`src/design/stq_pkg.sv`:
```
// Shared types, widths and result codes of the sorted timer queue.
package stq_pkg;

  localparam int unsigned MAX_SLEEPERS_DEF = 16;
  localparam int unsigned MAX_RESULTS      = 16;

  localparam int unsigned TIME_W  = 63;
  localparam int unsigned ID_W    = 8;
  localparam int unsigned DUR_W   = 32;
  localparam int unsigned KIND_W  = 2;
  localparam int unsigned ENTRY_W = TIME_W + ID_W;
  localparam int unsigned NCNT_W  = $clog2(MAX_RESULTS + 1);

  localparam logic [KIND_W-1:0] KIND_WOKEN    = 2'd0;
  localparam logic [KIND_W-1:0] KIND_ACCEPTED = 2'd1;
  localparam logic [KIND_W-1:0] KIND_REJECTED = 2'd2;

  typedef struct packed {
    logic [TIME_W-1:0] due;
    logic [ID_W-1:0]   id;
  } entry_t;

  typedef struct packed {
    logic              valid;
    logic [KIND_W-1:0] kind;
    logic [ID_W-1:0]   id;
    logic [TIME_W-1:0] wake;
    logic [TIME_W-1:0] now;
    logic              last;
  } result_t;

endpackage

```
`src/design/stq_ram.sv`:
```
// Generic simple dual-port RAM with one write port and one registered read port.
module stq_ram #(
  parameter int unsigned WIDTH = 8,
  parameter int unsigned DEPTH = 16,
  localparam int unsigned AW = (DEPTH > 1) ? $clog2(DEPTH) : 1
) (
  input  logic             clk_i,
  input  logic             we_i,
  input  logic [AW-1:0]    waddr_i,
  input  logic [WIDTH-1:0] wdata_i,
  input  logic             re_i,
  input  logic [AW-1:0]    raddr_i,
  output logic [WIDTH-1:0] rdata_o
);

  logic [WIDTH-1:0] mem_q [DEPTH];
  logic [WIDTH-1:0] rdata_q;

  // Read data holds its value while no read is issued.
  always_ff @(posedge clk_i) begin
    if (we_i) begin
      mem_q[waddr_i] <= wdata_i;
    end
    if (re_i) begin
      rdata_q <= mem_q[raddr_i];
    end
  end

  assign rdata_o = rdata_q;

endmodule

```
`src/design/stq_ctrl.sv`:
```
// Sequencer of the timer queue: tick count, ring pointers and table walks.
module stq_ctrl
  import stq_pkg::*;
#(
  parameter int unsigned MAX_SLEEPERS = MAX_SLEEPERS_DEF,
  localparam int unsigned IDX_W = $clog2(MAX_SLEEPERS),
  localparam int unsigned CNT_W = $clog2(MAX_SLEEPERS + 1)
) (
  input  logic               clk_i,
  input  logic               rst_ni,
  input  logic               in_valid_i,
  output logic               in_ready_o,
  input  logic               op_i,
  input  logic [ID_W-1:0]    id_i,
  input  logic [DUR_W-1:0]   dur_i,
  input  logic               out_free_i,
  output result_t            res_o,
  output logic               we_o,
  output logic [IDX_W-1:0]   waddr_o,
  output logic [ENTRY_W-1:0] wdata_o,
  output logic               re_o,
  output logic [IDX_W-1:0]   raddr_o,
  input  logic [ENTRY_W-1:0] rdata_i
);

  localparam logic [2:0] ST_IDLE  = 3'd0;
  localparam logic [2:0] ST_TCHK  = 3'd1;
  localparam logic [2:0] ST_TLAST = 3'd2;
  localparam logic [2:0] ST_ICHK  = 3'd3;
  localparam logic [2:0] ST_IPUT  = 3'd4;
  localparam logic [2:0] ST_RESP  = 3'd5;

  logic [2:0]        state_q, state_d;
  logic [TIME_W-1:0] count_q, count_d;
  logic [CNT_W-1:0]  occ_q, occ_d;
  logic [IDX_W-1:0]  head_q, head_d;
  logic [IDX_W-1:0]  wptr_q, wptr_d;
  logic [CNT_W-1:0]  left_q, left_d;
  logic [NCNT_W-1:0] n_q, n_d;
  entry_t            cur_q, cur_d;
  logic [TIME_W-1:0] due_q, due_d;
  logic [ID_W-1:0]   id_q, id_d;
  logic [KIND_W-1:0] kind_q, kind_d;

  entry_t            rd;
  entry_t            new_entry;
  logic [TIME_W:0]   wake_sum;
  logic [TIME_W-1:0] wake_sat;
  logic [CNT_W:0]    tail_sum;
  logic [IDX_W-1:0]  tail_idx;
  logic              rd_due;

  function automatic logic [IDX_W-1:0] idx_inc(input logic [IDX_W-1:0] x);
    return (x == IDX_W'(MAX_SLEEPERS - 1)) ? '0 : x + 1'b1;
  endfunction

  function automatic logic [IDX_W-1:0] idx_dec(input logic [IDX_W-1:0] x);
    return (x == '0) ? IDX_W'(MAX_SLEEPERS - 1) : x - 1'b1;
  endfunction

  assign rd        = entry_t'(rdata_i);
  assign new_entry = '{due: due_q, id: id_q};
  assign rd_due    = (rd.due <= count_q);

  // The wake time saturates at the top of the 63-bit range.
  assign wake_sum = {1'b0, count_q} + (TIME_W + 1)'(dur_i);
  assign wake_sat = wake_sum[TIME_W] ? '1 : wake_sum[TIME_W-1:0];

  // The table is a ring: entries run from head for occ entries.
  assign tail_sum = (CNT_W + 1)'(head_q) + (CNT_W + 1)'(occ_q);
  assign tail_idx = (tail_sum >= (CNT_W + 1)'(MAX_SLEEPERS)) ?
                    IDX_W'(tail_sum - (CNT_W + 1)'(MAX_SLEEPERS)) : IDX_W'(tail_sum);

  always_comb begin
    state_d    = state_q;
    count_d    = count_q;
    occ_d      = occ_q;
    head_d     = head_q;
    wptr_d     = wptr_q;
    left_d     = left_q;
    n_d        = n_q;
    cur_d      = cur_q;
    due_d      = due_q;
    id_d       = id_q;
    kind_d     = kind_q;
    in_ready_o = 1'b0;
    res_o      = '0;
    we_o       = 1'b0;
    waddr_o    = wptr_q;
    wdata_o    = ENTRY_W'(new_entry);
    re_o       = 1'b0;
    raddr_o    = head_q;

    case (state_q)
      ST_IDLE: begin
        in_ready_o = 1'b1;
        if (in_valid_i) begin
          if (op_i) begin
            due_d = wake_sat;
            id_d  = id_i;
            if (occ_q == CNT_W'(MAX_SLEEPERS)) begin
              kind_d  = KIND_REJECTED;
              state_d = ST_RESP;
            end else begin
              wptr_d = tail_idx;
              left_d = occ_q;
              if (occ_q == '0) begin
                state_d = ST_IPUT;
              end else begin
                re_o    = 1'b1;
                raddr_o = idx_dec(tail_idx);
                state_d = ST_ICHK;
              end
            end
          end else begin
            count_d = count_q + 1'b1;
            n_d     = '0;
            if (occ_q != '0) begin
              re_o    = 1'b1;
              raddr_o = head_q;
              state_d = ST_TCHK;
            end
          end
        end
      end

      // The head entry is on the read port. The previous due entry is sent
      // once we know whether this one follows it.
      ST_TCHK: begin
        if ((n_q != '0) && out_free_i) begin
          res_o = '{valid: 1'b1, kind: KIND_WOKEN, id: cur_q.id, wake: cur_q.due,
                    now: count_q, last: !rd_due};
        end
        if ((n_q == '0) || out_free_i) begin
          if (rd_due) begin
            cur_d  = rd;
            head_d = idx_inc(head_q);
            occ_d  = occ_q - 1'b1;
            n_d    = n_q + 1'b1;
            if ((occ_q > CNT_W'(1)) && (n_q < NCNT_W'(MAX_RESULTS - 1))) begin
              re_o    = 1'b1;
              raddr_o = idx_inc(head_q);
            end else begin
              state_d = ST_TLAST;
            end
          end else begin
            state_d = ST_IDLE;
          end
        end
      end

      ST_TLAST: begin
        if (out_free_i) begin
          res_o = '{valid: 1'b1, kind: KIND_WOKEN, id: cur_q.id, wake: cur_q.due,
                    now: count_q, last: 1'b1};
          state_d = ST_IDLE;
        end
      end

      // Walk back from the tail, moving later entries up by one slot.
      ST_ICHK: begin
        if (rd.due > due_q) begin
          we_o    = 1'b1;
          waddr_o = wptr_q;
          wdata_o = rdata_i;
          wptr_d  = idx_dec(wptr_q);
          left_d  = left_q - 1'b1;
          if (left_q > CNT_W'(1)) begin
            re_o    = 1'b1;
            raddr_o = idx_dec(idx_dec(wptr_q));
          end else begin
            state_d = ST_IPUT;
          end
        end else begin
          state_d = ST_IPUT;
        end
      end

      ST_IPUT: begin
        we_o    = 1'b1;
        waddr_o = wptr_q;
        occ_d   = occ_q + 1'b1;
        kind_d  = KIND_ACCEPTED;
        state_d = ST_RESP;
      end

      ST_RESP: begin
        if (out_free_i) begin
          res_o = '{valid: 1'b1, kind: kind_q, id: id_q, wake: due_q,
                    now: count_q, last: 1'b1};
          state_d = ST_IDLE;
        end
      end

      default: begin
        state_d = ST_IDLE;
      end
    endcase
  end

  always_ff @(posedge clk_i or negedge rst_ni) begin
    if (!rst_ni) begin
      state_q <= ST_IDLE;
      count_q <= '0;
      occ_q   <= '0;
      head_q  <= '0;
      n_q     <= '0;
    end else begin
      state_q <= state_d;
      count_q <= count_d;
      occ_q   <= occ_d;
      head_q  <= head_d;
      n_q     <= n_d;
    end
  end

  always_ff @(posedge clk_i) begin
    wptr_q <= wptr_d;
    left_q <= left_d;
    cur_q  <= cur_d;
    due_q  <= due_d;
    id_q   <= id_d;
    kind_q <= kind_d;
  end

  assert property (@(posedge clk_i) disable iff (!rst_ni)
    occ_q <= CNT_W'(MAX_SLEEPERS))
    else $error("occupancy exceeds the table depth");

  assert property (@(posedge clk_i) disable iff (!rst_ni)
    n_q <= NCNT_W'(MAX_RESULTS))
    else $error("a tick released more entries than allowed");

  assert property (@(posedge clk_i) disable iff (!rst_ni)
    res_o.valid |-> out_free_i)
    else $error("result issued into an occupied output register");

  assert property (@(posedge clk_i) disable iff (!rst_ni)
    (res_o.valid && (res_o.kind == KIND_WOKEN)) |-> (res_o.wake <= count_q))
    else $error("woken entry was not yet due");

endmodule

```
`src/design/stq_out.sv`:
```
// Output register of the timer queue, holding one result beat until it is taken.
module stq_out
  import stq_pkg::*;
(
  input  logic    clk_i,
  input  logic    rst_ni,
  input  result_t res_i,
  output logic    free_o,
  output result_t res_o,
  input  logic    ready_i
);

  logic    valid_q;
  result_t data_q;

  assign free_o = !valid_q || ready_i;

  always_ff @(posedge clk_i or negedge rst_ni) begin
    if (!rst_ni) begin
      valid_q <= 1'b0;
    end else if (res_i.valid) begin
      valid_q <= 1'b1;
    end else if (ready_i) begin
      valid_q <= 1'b0;
    end
  end

  always_ff @(posedge clk_i) begin
    if (res_i.valid) begin
      data_q <= res_i;
    end
  end

  always_comb begin
    res_o       = data_q;
    res_o.valid = valid_q;
  end

endmodule

```
`src/design/sleep_wakeup_timer_queue.sv`:
```
// Sorted timer queue: keeps a 63-bit tick count and a table of sleeping threads, ordered
// by wake time with equal times served in arrival order, held as a ring in one RAM with a
// registered read port. A tick beat releases the due entries from the head of the table
// (at most 16 released per tick). A sleep beat is rejected on a full table and otherwise
// walks back from the tail, reading each queued entry due later than the new one, and the
// entry that stops the walk when there is one. The table walk reads one RAM entry per
// cycle while it does not wait for the output register, and a tick's walk waits whenever a
// result waits for the output register to drain. Results leave through an output register,
// so a new beat is taken while the last result still waits. The table needs no clearing
// after reset.
module sleep_wakeup_timer_queue
  import stq_pkg::*;
#(
  parameter int unsigned MAX_SLEEPERS = MAX_SLEEPERS_DEF
) (
  input  logic         clk_i,
  input  logic         rst_ni,
  input  logic         s_axis_tvalid_i,
  output logic         s_axis_tready_o,
  input  logic [39:0]  s_axis_tdata_i,   // thread_id[7:0], sleep_ticks[39:8]
  input  logic         s_axis_tuser_i,   // op
  output logic         m_axis_tvalid_o,
  input  logic         m_axis_tready_i,
  output logic [135:0] m_axis_tdata_o,   // woken_id[7:0], wake_time[70:8], now_ticks[133:71]
  output logic [1:0]   m_axis_tuser_o,   // kind
  output logic         m_axis_tlast_o
);

  localparam int unsigned IDX_W = $clog2(MAX_SLEEPERS);

  result_t            res_ctrl;
  result_t            res_out;
  logic               out_free;
  logic               ram_we;
  logic [IDX_W-1:0]   ram_waddr;
  logic [ENTRY_W-1:0] ram_wdata;
  logic               ram_re;
  logic [IDX_W-1:0]   ram_raddr;
  logic [ENTRY_W-1:0] ram_rdata;

  stq_ctrl #(
    .MAX_SLEEPERS(MAX_SLEEPERS)
  ) u_ctrl (
    .clk_i      (clk_i),
    .rst_ni     (rst_ni),
    .in_valid_i (s_axis_tvalid_i),
    .in_ready_o (s_axis_tready_o),
    .op_i       (s_axis_tuser_i),
    .id_i       (s_axis_tdata_i[7:0]),
    .dur_i      (s_axis_tdata_i[39:8]),
    .out_free_i (out_free),
    .res_o      (res_ctrl),
    .we_o       (ram_we),
    .waddr_o    (ram_waddr),
    .wdata_o    (ram_wdata),
    .re_o       (ram_re),
    .raddr_o    (ram_raddr),
    .rdata_i    (ram_rdata)
  );

  stq_ram #(
    .WIDTH(ENTRY_W),
    .DEPTH(MAX_SLEEPERS)
  ) u_table (
    .clk_i   (clk_i),
    .we_i    (ram_we),
    .waddr_i (ram_waddr),
    .wdata_i (ram_wdata),
    .re_i    (ram_re),
    .raddr_i (ram_raddr),
    .rdata_o (ram_rdata)
  );

  stq_out u_out (
    .clk_i   (clk_i),
    .rst_ni  (rst_ni),
    .res_i   (res_ctrl),
    .free_o  (out_free),
    .res_o   (res_out),
    .ready_i (m_axis_tready_i)
  );

  assign m_axis_tvalid_o = res_out.valid;
  assign m_axis_tdata_o  = {2'b00, res_out.now, res_out.wake, res_out.id};
  assign m_axis_tuser_o  = res_out.kind;
  assign m_axis_tlast_o  = res_out.last;

endmodule

```
`config.mk`:
```
export PLATFORM = sky130hd
export DESIGN_NAME = sleep_wakeup_timer_queue
export DESIGN_NICKNAME = d
export VERILOG_FILES = /design/src/design/stq_pkg.sv /design/src/design/stq_ram.sv /design/src/design/stq_ctrl.sv /design/src/design/stq_out.sv /design/src/design/sleep_wakeup_timer_queue.sv
export SDC_FILE = /design/constraint.sdc
export NUM_CORES = 2
export LEC_CHECK = 0
export BUFFER_PORTS_ARGS = -buffer_cell sky130_fd_sc_hd__buf_2
export CAP_MARGIN = 20
export CORE_ASPECT_RATIO = 0.8
export CORE_MARGIN = 5
export CORE_UTILIZATION = 67
export DETAILED_ROUTE_END_ITERATION = 16
export GPL_TIMING_DRIVEN = 1
export PLACE_DENSITY_LB_ADDON = 0.08
export SLEW_MARGIN = 20
export SYNTH_ARGS = -nofsm -noshare
export SYNTH_HDL_FRONTEND = slang
export SYNTH_SLANG_ARGS = --single-unit
export TNS_END_PERCENT = 10
```
`constraint.sdc`:
```
create_clock -name clk_i -period 17.6 [get_ports clk_i]
set_input_delay 2.64 -clock clk_i [delete_from_list [all_inputs] [get_ports clk_i]]
set_output_delay 2.64 -clock clk_i [all_outputs]
set_load 0.02 [all_outputs]
```
==> impl_metrics.env <==
export IMPL_status="finished, final reports clean"
export IMPL_max_slew_margin=0.1789
export IMPL_synth_seq_cells=1578
export IMPL_antenna_found_initial=4
export IMPL_path_class="reg2reg"
export IMPL_grt_pass1_vias=42670
export IMPL_ir_drop_mv=0.1900
export IMPL_hold_violations=0
export IMPL_postCtsSetupRepairBufs=0
export IMPL_ctsHoldBuffers=0
export IMPL_grt_overflow_total=0
export IMPL_min_period_over_period=0.4174
export IMPL_final_area_mm2=0.07592
export IMPL_die_area_mm2=0.1091
export IMPL_ctsResizeCount=0
export IMPL_critPathCaptureType="flip-flop"
export IMPL_hpwl_um=102100
export IMPL_drt_total_wl_um=183200
export IMPL_holdWs_ps=453.1
export IMPL_drv_slew=0
export IMPL_rsz0062_at_grt="false"
export IMPL_syn_avg_cell_area_um2=13.95
export IMPL_start_kind="flip-flop"
export IMPL_yosysTopAreaCellShare=0.6539
export IMPL_netlist_instances=4928
export IMPL_r2r_setup_slack_ps=10250
export IMPL_crit_path_frequent_cell="buf_4"
export IMPL_io_pins=186
export IMPL_syn_cell_area_mm2=0.06874
export IMPL_grt_use_total=0.3306
export IMPL_tritoncts="built"
export IMPL_grt_pass1_wl_um=269400
export IMPL_power_density_mw_per_mm2=181.3
export IMPL_ys_top_cells_by_area="edfxtp_1, a211oi_1, and3_1, ha_1, nor3b_1"
export IMPL_fin_crit_ps=7347
export IMPL_clock_skew_ps=27.13
export IMPL_layout_area_overhead_vs_synth_pct=10.44
export IMPL_async_flop_share=0.05133
export IMPL_synthFlopType="edfxtp_1"
export IMPL_arrival_ps=7830
export IMPL_required_ps=18080
export IMPL_max_freq_mhz=136.1
export IMPL_h_tree_depth=4
export IMPL_cpPeakStageDelay_ps=760
export IMPL_cpMaxStageDelayCell="buf_4"
export IMPL_die_h_um=296.5
export IMPL_synth_edf_count=1497
export IMPL_clock_path_buffers=3
export IMPL_synth_commonest_cells="edfxtp_1, and3_1, a211oi_1"
export IMPL_core_rowCount=105
export IMPL_fin_util=0.7428
export IMPL_drt_iter0_drc=6504
export IMPL_maxCapViolations=0
export IMPL_drcViolationCount=0
export IMPL_cts_reportedPaths_clkPinSlew_ps=60
export IMPL_crit_path_cell_trace="ha_1 > nand4_1 > nor4_2 > nand2_1 > o211ai_1 > or3b_4 > nor3_1 > nor3_4 > buf_4 > nand2_8 > buf_4 > buf_4 > a211oi_1 > nor3b_1 > or4_1"
export IMPL_viasPerCell=6.827
export IMPL_wl_per_cell_um=28.17
export IMPL_setup_violations=0
export IMPL_fill_cells=6410
export IMPL_io_buffers=183
export IMPL_drive_above_1_share=0.1133
export IMPL_gp_congestion=0.9570
export IMPL_worstMarginPinSlew_ps=1232
export IMPL_ant_nets=0
export IMPL_ys_warn_count=0
export IMPL_cts_root_buffer="clkbuf_16"
export IMPL_dr_pass1_iters=6
export IMPL_worst_path_max_fanout=98
export IMPL_place_area_mm2=0.07117
export IMPL_min_path_type="reg2reg"
export IMPL_ys_seq_area_frac=0.6834
export IMPL_p_leak_nw=26.90
export IMPL_grt_max_degree=286
export IMPL_netlist_top_cell_by_area="edfxtp_1"
export IMPL_nNetsFinal=5281
export IMPL_die_w_um=368.1
export IMPL_synth_most_common_cell="edfxtp_1"
export IMPL_finalSetupTns_ps=0
export IMPL_cts_sinks=1578
export IMPL_vias=44410
export IMPL_numCtsBuffers=150
export IMPL_insertion_delay_ps=760
export IMPL_start_util=0.6725
export IMPL_core_mm2=0.1022
export IMPL_synth_distinct_cells=80
## per-stage QoR
stage	cells	setup slack, ps	total power (W)
6_report	6504	10250	0.01376
5_1_grt	6502	9987	0.01437
4_1_cts	6501	10310	0.01367
3_5_place_dp	6241	9746	0.01052
3_3_place_gp	6240	9880	0.01040
2_1_floorplan	4929	8054	0.009122
## final cells by class
type	count	area, um2	area share
sequential	1578	46980	0.6188
multi-input combinational	2853	19980	0.2631
clock buffer	193	4020	0.05295
timing repair buffer	318	1984	0.02614
tap	1337	1673	0.02203
clock inverter	67	691.9	0.009114
inverter	156	589.3	0.007762
antenna	2	5.005	0.00006592
## critical path, delay by kind of cell (launching register included)
family | cells | cell delay (ps)
adder cells (fa/ha/maj) | 1 | 420
buffers and inverters | 3 | 1990
AND/OR/NAND/NOR | 9 | 2920
flip-flops | 1 | 650
AO/OA/AOI/OAI | 2 | 910
## cell usage in the layout (no fill, tap or decap), drive strengths merged, types with 75 or more instances in the layout
cell type,Yosys,layout
o21ai,134,134
ha,177,177
or4,75,75
xnor2,101,101
a211oi,581,581
nor2,147,147
inv,155,157
dfrtp,81,81
a21oi,87,87
nand2,222,222
clkbuf,291,193
nor3b,286,286
edfxtp,1497,1497
and3,601,601
buf,51,318
## report_power, final
part	switching, W	internal [W]
Sequential	0.000348	0.00487
Combinational	0.00355	0.00183
Clock	0.00136	0.00181
Total	0.00526	0.00851
## cell families after synthesis
family,count (synthesis),synth area share
flip-flops,1578,0.6834
AND/OR/NAND/NOR,1536,0.1331
AO/OA/AOI/OAI,1004,0.1041
buffers and inverters,498,0.02921
adder cells (fa/ha/maj),179,0.03280
XOR/XNOR,119,0.01516
multiplexers,13,0.002075
other,1,0.00005455
## layer usage
metal	vias to the layer above	routed length, um	GRT usage
li1	19550	-	-
met1	21980	74920	0.4953
met2	2533	79530	0.4826
met3	341	23800	0.09136
met4	2	4981	0.09948
met5	-	13	0
## registers in the layout, indices dropped and copies added, names as in the netlist
name,flops
u_table.mem_q,1136
u_ctrl.id_q,8
u_ctrl.n_q,5
u_ctrl.count_q,63
u_out.res_o,137
u_table.rdata_o,71
u_ctrl.occ_q,5
u_ctrl.cur_q,71
u_out.valid_q,1
u_ctrl.kind_q,2
u_ctrl.wptr_q,4
u_ctrl.due_q,63
u_ctrl.left_q,5
u_ctrl.state_q,3
u_ctrl.head_q,4
## worst paths after layout
kind	start	end	depth (start not counted)
max reg2reg	u_table.rdata_o[70]$_DFFE_PP_	u_table.rdata_o[0]$_DFFE_PP_	15
min	u_table.rdata_o[1]$_DFFE_PP_	u_ctrl.cur_q[1]$_DFFE_PP_	0
max in group asynchronous	rst_ni	u_ctrl.count_q[42]$_DFFE_PN0P_	2
min reg2reg	u_table.rdata_o[1]$_DFFE_PP_	u_ctrl.cur_q[1]$_DFFE_PP_	0
min in group asynchronous	rst_ni	u_ctrl.count_q[4]$_DFFE_PN0P_	1
max	u_table.rdata_o[70]$_DFFE_PP_	u_table.rdata_o[0]$_DFFE_PP_	15
Power figures use the tool's default switching activity.
